**src/rtl/core/ksel_pkg.sv**
```systemverilog
// Shared types and constants for the k-th smallest index select core.
// Holds the controller command codes, the datapath status group and the
// generator constants. No dependencies.
package ksel_pkg;

  localparam int MAX_ITEMS_DEF   = 1024;
  localparam int VALUE_WIDTH_DEF = 32;
  localparam int SAMPLE_W        = 32;
  localparam int RANK_W          = 12;
  localparam int POS_W           = 10;
  localparam int STAT_W          = 2;
  localparam int IN_DATA_W       = 48;
  localparam int OUT_DATA_W      = 16;

  localparam logic [63:0] SEED_RESET = 64'd88172645463325252;
  localparam logic [63:0] MIX_MULT   = 64'h2545F4914F6CDD1D;

  localparam logic [STAT_W-1:0] ST_FOUND = 2'd0;
  localparam logic [STAT_W-1:0] ST_RANGE = 2'd1;
  localparam logic [STAT_W-1:0] ST_OVF   = 2'd2;

  // Datapath commands, one per controller step
  typedef enum logic [4:0] {
    CMD_LOAD,
    CMD_DECIDE,
    CMD_SCAN,
    CMD_INIT,
    CMD_RAND,
    CMD_MUL,
    CMD_MOD,
    CMD_PIV_RD,
    CMD_PIV_CAP,
    CMD_PIV_SW1,
    CMD_PIV_SW2,
    CMD_PART_RD,
    CMD_PART_VAL,
    CMD_PART_CMP,
    CMD_PART_SW,
    CMD_FIN_RD,
    CMD_FIN_CAP,
    CMD_FIN_SW1,
    CMD_FIN_SW2,
    CMD_CHECK,
    CMD_LAST_RD,
    CMD_LAST_CAP,
    CMD_OUT
  } cmd_t;

  typedef struct packed {
    logic err;        // overflow or rank out of range
    logic single;     // one element in the set
    logic first;      // rank is the first position
    logic last_rank;  // rank is the last position
    logic scan_done;
    logic init_last;
    logic bit_last;   // serial multiply or reduce on its final step
    logic part_end;   // partition cursor reached the right bound
    logic less;       // current key below the pivot key
    logic hit;        // pivot landed on the target
    logic more_left;  // left bound still below right bound
    logic out_free;
  } stat_t;

endpackage

```
**src/rtl/core/ksel_ctrl.sv**
```systemverilog
// Controller state machine for the k-th smallest index select core.
// Depends on ksel_pkg for command codes and the status group.
module ksel_ctrl (
  input  logic             clk,
  input  logic             rst,
  input  logic             s_tvalid,
  input  logic             s_tlast,
  input  ksel_pkg::stat_t  st,
  output logic             s_tready,
  output ksel_pkg::cmd_t   cmd
);

  typedef enum logic [4:0] {
    S_IDLE, S_DECIDE, S_SCAN, S_INIT, S_RAND, S_MUL, S_MOD,
    S_P0, S_P1, S_P2, S_P3, S_L0, S_L1, S_L2, S_L3,
    S_F0, S_F1, S_F2, S_F3, S_CHK, S_LAST0, S_LAST1, S_OUT
  } state_t;

  state_t state, state_next;

  always_ff @(posedge clk) begin
    if (rst) begin
      state <= S_IDLE;
    end else begin
      state <= state_next;
    end
  end

  always_comb begin
    state_next = state;
    unique case (state)
      S_IDLE:   if (s_tvalid && s_tlast) state_next = S_DECIDE;
      S_DECIDE: begin
        if (st.err || st.single) state_next = S_OUT;
        else if (st.first || st.last_rank) state_next = S_SCAN;
        else state_next = S_INIT;
      end
      S_SCAN:   if (st.scan_done) state_next = S_OUT;
      S_INIT:   if (st.init_last) state_next = S_RAND;
      S_RAND:   state_next = S_MUL;
      S_MUL:    if (st.bit_last) state_next = S_MOD;
      S_MOD:    if (st.bit_last) state_next = S_P0;
      S_P0:     state_next = S_P1;
      S_P1:     state_next = S_P2;
      S_P2:     state_next = S_P3;
      S_P3:     state_next = S_L0;
      S_L0:     state_next = st.part_end ? S_F0 : S_L1;
      S_L1:     state_next = S_L2;
      S_L2:     state_next = st.less ? S_L3 : S_L0;
      S_L3:     state_next = S_L0;
      S_F0:     state_next = S_F1;
      S_F1:     state_next = S_F2;
      S_F2:     state_next = S_F3;
      S_F3:     state_next = st.hit ? S_OUT : S_CHK;
      S_CHK:    state_next = st.more_left ? S_RAND : S_LAST0;
      S_LAST0:  state_next = S_LAST1;
      S_LAST1:  state_next = S_OUT;
      S_OUT:    if (st.out_free) state_next = S_IDLE;
      default:  state_next = S_IDLE;
    endcase
  end

  always_comb begin
    unique case (state)
      S_IDLE:   cmd = ksel_pkg::CMD_LOAD;
      S_DECIDE: cmd = ksel_pkg::CMD_DECIDE;
      S_SCAN:   cmd = ksel_pkg::CMD_SCAN;
      S_INIT:   cmd = ksel_pkg::CMD_INIT;
      S_RAND:   cmd = ksel_pkg::CMD_RAND;
      S_MUL:    cmd = ksel_pkg::CMD_MUL;
      S_MOD:    cmd = ksel_pkg::CMD_MOD;
      S_P0:     cmd = ksel_pkg::CMD_PIV_RD;
      S_P1:     cmd = ksel_pkg::CMD_PIV_CAP;
      S_P2:     cmd = ksel_pkg::CMD_PIV_SW1;
      S_P3:     cmd = ksel_pkg::CMD_PIV_SW2;
      S_L0:     cmd = ksel_pkg::CMD_PART_RD;
      S_L1:     cmd = ksel_pkg::CMD_PART_VAL;
      S_L2:     cmd = ksel_pkg::CMD_PART_CMP;
      S_L3:     cmd = ksel_pkg::CMD_PART_SW;
      S_F0:     cmd = ksel_pkg::CMD_FIN_RD;
      S_F1:     cmd = ksel_pkg::CMD_FIN_CAP;
      S_F2:     cmd = ksel_pkg::CMD_FIN_SW1;
      S_F3:     cmd = ksel_pkg::CMD_FIN_SW2;
      S_CHK:    cmd = ksel_pkg::CMD_CHECK;
      S_LAST0:  cmd = ksel_pkg::CMD_LAST_RD;
      S_LAST1:  cmd = ksel_pkg::CMD_LAST_CAP;
      S_OUT:    cmd = ksel_pkg::CMD_OUT;
      default:  cmd = ksel_pkg::CMD_CHECK;
    endcase
  end

  assign s_tready = (state == S_IDLE);

endmodule

```
**config.mk**
```make
export PLATFORM = sky130hd
export DESIGN_NAME = ksel_ctrl
export DESIGN_NICKNAME = d
export VERILOG_FILES = /design/src/rtl/core/ksel_pkg.sv /design/src/rtl/core/ksel_ctrl.sv
export SDC_FILE = /design/constraint.sdc
export NUM_CORES = 1
export LEC_CHECK = 0
export ABC_AREA = 1
export BUFFER_PORTS_ARGS = -buffer_cell sky130_fd_sc_hd__buf_2
export CORE_MARGIN = 4
export CORE_UTILIZATION = 50
export CTS_CLUSTER_SIZE = 16
export DETAILED_ROUTE_END_ITERATION = 10
export PLACE_DENSITY = 0.77
export SYNTH_ARGS = -nofsm -noshare
export SYNTH_HDL_FRONTEND = slang
export SYNTH_SLANG_ARGS = --single-unit
```
**constraint.sdc**
```tcl
create_clock -name clk -period 2 [get_ports clk]
set_clock_uncertainty 0.1 [all_clocks]
set_input_delay 0.2 -clock clk [delete_from_list [all_inputs] [get_ports clk]]
set_output_delay 0.2 -clock clk [all_outputs]
set_load 0.005 [all_outputs]
```
==> metrics.yaml, run 1 <==
drive_gt1_share_pct: 27.6
cts_root_buf: "clkbuf_4"
p_int_mw: 0.595
first_pass_iters: 4
ff_latch_area_um2: 200
startpoint_type: "flop"
rr_startpoint: "state[4]"
syn_nets: 147
multi_input_area_um2: 518
status: "finished clean"
cts_resized: 0
relSlewSlack_pct: 70.5
grt_pass1_vias: 789
synth_top_area_share_pct: 24.9
io_buffers: 21
tns_ns: 0
synth_area_leaders: "dfxtp_1 (25%), nand2_1 (12%), nand3_1 (12%)"
area_growth_pct: 16.2
period_minus_slack_ns: 1.73
power.density_nw_per_um2: 1210
dp_slack_ns: 0.324
antennaDiodeCount: 0
clk_pin_slew_ns: 0.06
grt_antenna_before_repair: 0
synthArstFlopShare_pct: 0
postLayoutSetupSlackWorst_ns: 0.269
core_um2: 1510
dpl.cell_count: 164
cts_setup_buffers: 0
hold_buffers: 0
seq_area_frac_synth_pct: 24.9
r2r_end: "cmd[1]"
tightest_slew_ns: 0.442
critPathMaxStageDelay_ns: 0.59
switching_share_pct: 47.5
rsz0062_at_grt: "false"
cts_buffers: 3
p_switching_mw: 0.539
drv_slew: 0
ir_worst_vdd_uv: 714
stdcell_count: 168
synth-main-ff-cell: "dfxtp_1"
finish.utilization_pct: 62.0
via_per_inst: 5.50
grt_pass1_wl_mm: 3.15
synthTopCellsByCount: "nand2_1 (26), nor2_1 (21), nand3_1 (19)"
die_h_um: 48.1
clockBufferDepth: 2
power_frac_seq_pct: 29.1
synth_cell_types: 23
cp-end-kind: "flop"
finalPower_mw: 1.13
dp_hpwl_mm: 1.55
hp-class: "in -> reg"
hold-path-cell-count: 2
pwr-share-clk_pct: 15.7
crit_slowest_cell: "dfxtp_1"
row_count: 14
dieArea_um2: 2310
synth.most_common_cell: "nand2_1"
p_leak_nw: 0.482
crit_arrival_ns: 1.82
start_util_pct: 53.4
hold_viol_final: 0
cts_sinks: 10
nFillCells: 140
yosysTopAreaCell: "dfxtp_1"
synth.cell_area_um2: 805
path_class: "reg -> reg"
die_w_um: 48.1
cp.required_ns: 2.09
synth_seq_cells: 10
cap_violations: 0
grt_use_total_pct: 19.2
avgSynthCellArea_um2: 6.14
vias: 924
path_cells: "inv_2 > nand3_1 > nor2_2 > nand2_1 > nand3_2 > nor2_4 > o21ai_1 > a21oi_1"
holdWs_ns: 0.118
min_to: "cmd[4]"
min_period_over_period_pct: 86.5
finalNetCount: 169
r2r_setup_slack_ns: 0.27
grt_start_max_net_pins: 15
ant_nets: 0
wl_per_cell_um: 11.7
min_from: "rst"
fin_area_um2: 935
ios: 22
drc: 0
clock_latency_ns: 0.27
rr_worst_depth: 8
gp_congestion: 0.954
place_area_um2: 898
timing.fmax_mhz: 578
synth_edf_count: 0
finalSetupViolations: 0
overflow: 0
htreeDepth: 1
drtIter0Drc: 68
combPwrFrac_pct: 55.2
synth_warnings: 0
cts_tree: "yes"
finalWirelength_mm: 1.96
cp_max_fo: 14
syn_inst: 131
==> worst max path at each step <==
stage          depth (start not counted)  slack (ns)  startpoint       end
2_1_floorplan                          9        0.60    state[2]    cmd[1]
3_3_place_gp                           9        0.41    state[1]  state[0]
3_5_place_dp                           9        0.32    state[4]    cmd[0]
4_1_cts                                9        0.31    state[4]  state[0]
5_1_grt                                9        0.13    state[4]    cmd[0]
6_report                               8        0.27    state[4]    cmd[1]
==> cells by family after synthesis <==
group	share of synthesized area [%]
AO/OA/AOI/OAI	14.9
buffers and inverters	10.7
flip-flops	24.9
AND/OR/NAND/NOR	49.5
==> placed cells by master (no fill, tap or decap) <==
| master | instances |
|---|---|
| o21ai_1 | 4 |
| a21oi_1 | 9 |
| clkbuf_4 | 3 |
| nor2_1 | 21 |
| nand2_2 | 3 |
| o22ai_1 | 1 |
| buf_2 | 21 |
| nor2_2 | 4 |
| nand4_1 | 1 |
| nor3_1 | 1 |
| nand3_2 | 3 |
| inv_4 | 1 |
| inv_1 | 11 |
| nand3b_1 | 1 |
| a211oi_1 | 1 |
| nor2_4 | 3 |
| inv_2 | 2 |
| o21ai_4 | 1 |
| o21ai_0 | 5 |
| nand3_1 | 19 |
| nand2_1 | 26 |
| dfxtp_1 | 10 |
| clkbuf_8 | 1 |
==> layout make-up <==
cell class | count | area share (%)
clock buffer | 4 | 3.88
inverter | 14 | 5.89
multi-input combinational | 103 | 55.4
sequential | 10 | 21.4
tap | 16 | 2.14
timing repair buffer | 21 | 11.2
==> flip-flops by register name, summed over array words and instances, names as in the netlist <==
name,flops
state,5
cmd,5
==> worst max-delay path: cells and delay by family (launching register included) <==
| family | cells | cell delay, ns |
|---|---|---|
| AOI/OAI and AO/OA | 2 | 0.26 |
| buffers and inverters | 1 | 0.16 |
| DFF | 1 | 0.59 |
| and+or+nand+nor | 5 | 0.54 |
==> power by group through the flow <==
stage                     logic, mW  registers, mW  clock network, mW
final                         0.625          0.330              0.178
after global routing          0.696          0.338              0.194
after CTS                     0.615          0.328              0.183
after detailed placement      0.612          0.331                  0
after global placement        0.604          0.330                  0
after floorplan               0.517          0.293                  0
==> routing by layer <==
| layer | track usage (%) | part of all wire [%] |
|---|---|---|
| met5 | 0 | 0 |
| met4 | 6.45 | 1.9 |
| met3 | 7.01 | 11 |
| met2 | 29.0 | 47 |
| met1 | 25.1 | 41 |
Power figures use the tool's default switching activity.
==> inputs of run 2 (changes only) <==
--- a/config.mk
+++ b/config.mk
@@ -11,7 +11,7 @@
 export CORE_UTILIZATION = 50
 export CTS_CLUSTER_SIZE = 16
 export DETAILED_ROUTE_END_ITERATION = 10
-export PLACE_DENSITY = 0.77
+export PLACE_DENSITY = 0.75
 export SYNTH_ARGS = -nofsm -noshare
 export SYNTH_HDL_FRONTEND = slang
 export SYNTH_SLANG_ARGS = --single-unit
==> run 2 against run 1 <==
Against the previous run:
- design area stayed put
- sequential power is essentially flat
- global-route usage is 0.090 points lower
- critical path depth grew 1
- worst hold slack better by 0.0076 ns
- power increased by 0.31%
- fmax grew 1.7%
- final cell count stayed put
- non-clock buffer count did not move
- highest routed layer unchanged
==> metrics.yaml, run 2 (synthesis gave the netlist of run 1 again) <==
status: "finished clean"
wl_per_cell_um: 11.8  # +1.4%
antennaDiodeCount: 0  # unchanged
first_pass_iters: 4  # unchanged
finalWirelength_mm: 1.99  # +1.4%
grt_pass1_wl_mm: 3.11  # -1.5%
rsz0062_at_grt: "false"
grt_antenna_before_repair: 0  # unchanged
cts_resized: 0  # unchanged
critPathMaxStageDelay_ns: 0.58  # about the same
gp_congestion: 0.925  # -3.0%
r2r_end: "state[0]"
row_count: 14  # unchanged
hold_buffers: 0  # unchanged
final_cell_mix: "nand2_1 (26), nor2_1 (21), buf_2 (21)"
startpoint: "state[4]"
dieArea_um2: 2310  # unchanged
grt_use_total_pct: 19.1  # -0.090 points
cap_violations: 0  # unchanged
period_minus_slack_ns: 1.70  # -0.0282 ns
core_um2: 1510  # unchanged
fin_area_um2: 935  # unchanged
ant_nets: 0  # unchanged
die_w_um: 48.1  # unchanged
vias: 930  # +0.65%
drv_slew: 0  # unchanged
holdWs_ns: 0.126  # +0.00762 ns
crit_buf_inv: 1  # unchanged
drive_gt1_share_pct: 27.6  # unchanged
postLayoutSetupSlackWorst_ns: 0.297  # +0.0282 ns
layout_commonest_cell: "nand2_1"
crit_end: "state[0]"
finalSetupViolations: 0  # unchanged
grt_pass1_vias: 767  # -2.8%
cp_num_cells: 9  # +1
path_cells: "inv_2 > nand3_1 > nor2_2 > nand2_1 > nand3_2 > nor2_4 > nand3_2 > nand2_1 > nor2_1"
cts_setup_buffers: 0  # unchanged
p_leak_nw: 0.482  # unchanged
cts_tree: "yes"
startpoint_type: "flop"
cp-end-kind: "flop"
ios: 22  # unchanged
clock_latency_ns: 0.26  # about the same
cp.required_ns: 2.05  # -0.04 ns
critPathTopFamily: "simple AND/OR/NAND/NOR gates"
area_growth_pct: 16.2  # unchanged
timing.fmax_mhz: 587  # +1.7%
min_period_over_period_pct: 85.1  # -1.4 points
start_util_pct: 53.4  # unchanged
drc: 0  # unchanged
cts_root_buf: "clkbuf_4"
tns_ns: 0  # unchanged
path_class: "reg -> reg"
dp_slack_ns: 0.344  # +0.0200 ns
clockBufferDepth: 2  # unchanged
crit_slowest_cell: "dfxtp_1"
finalNetCount: 169  # unchanged
drtIter0Drc: 55  # -19%
hold_viol_final: 0  # unchanged
htreeDepth: 1  # unchanged
dp_hpwl_mm: 1.59  # +2.3%
tightest_slew_ns: 0.432  # -0.0109 ns
cts_sinks: 10  # unchanged
min_from: "rst"
cp_max_fo: 14  # unchanged
io_buffers: 21  # unchanged
overflow: 0  # unchanged
rr_startpoint: "state[4]"
grt_start_max_net_pins: 15  # unchanged
crit_arrival_ns: 1.76  # -0.06 ns
clk_pin_slew_ns: 0.06  # about the same
die_h_um: 48.1  # unchanged
relSlewSlack_pct: 71.2  # +0.73 points
cts_buffers: 3  # unchanged
hp-class: "in -> reg"
rr_worst_depth: 9  # +1
ir_worst_vdd_uv: 873  # +22%
r2r_setup_slack_ns: 0.30  # +0.03 ns
place_area_um2: 898  # unchanged
power.density_nw_per_um2: 1220  # +0.31%
via_per_inst: 5.54  # +0.65%
[run 2: power by group]
group          switching, mW  leakage (nW)  internal, mW
clock network         0.0674        0.0210         0.111
logic                  0.398         0.380         0.230
registers             0.0773        0.0818         0.253
total                  0.542         0.482         0.594
[run 2: how the worst min path moves through the flow]
stage	end	slack, ns	depth (start not counted)
global route	cmd[2]	0.14	2
global placement	state[3]	0.39	2
CTS	state[2]	0.11	2
detailed placement	state[2]	0.40	2
floorplan	cmd[4]	0.32	3
finish	state[2]	0.13	2
[run 2: per-layer routing]
layer  up-vias  global-route usage (%)  wire, um
li1        472                       -         -
met1       398                    23.7       831
met2        52                    29.6       938
met3         8                    7.38       166
met4         0                    7.53        52
met5         -                       0         0
[run 2: stage by stage]
stage	total power, mW	cells	util, %
2_1_floorplan	0.811	131	-
3_3_place_gp	0.934	164	59.6
3_5_place_dp	0.948	164	59.6
4_1_cts	1.13	168	62.0
5_1_grt	1.23	168	62.0
6_report	1.14	168	62.0
[run 2: area by class of cell]
cell class                      instances  area, um2
Multi-Input combinational cell        103        518
Clock buffer                            4       36.3
Inverter                               14       55.1
Fill cell                             144        572
Timing Repair Buffer                   21        105
Sequential cell                        10        200
Tap cell                               16       20.0
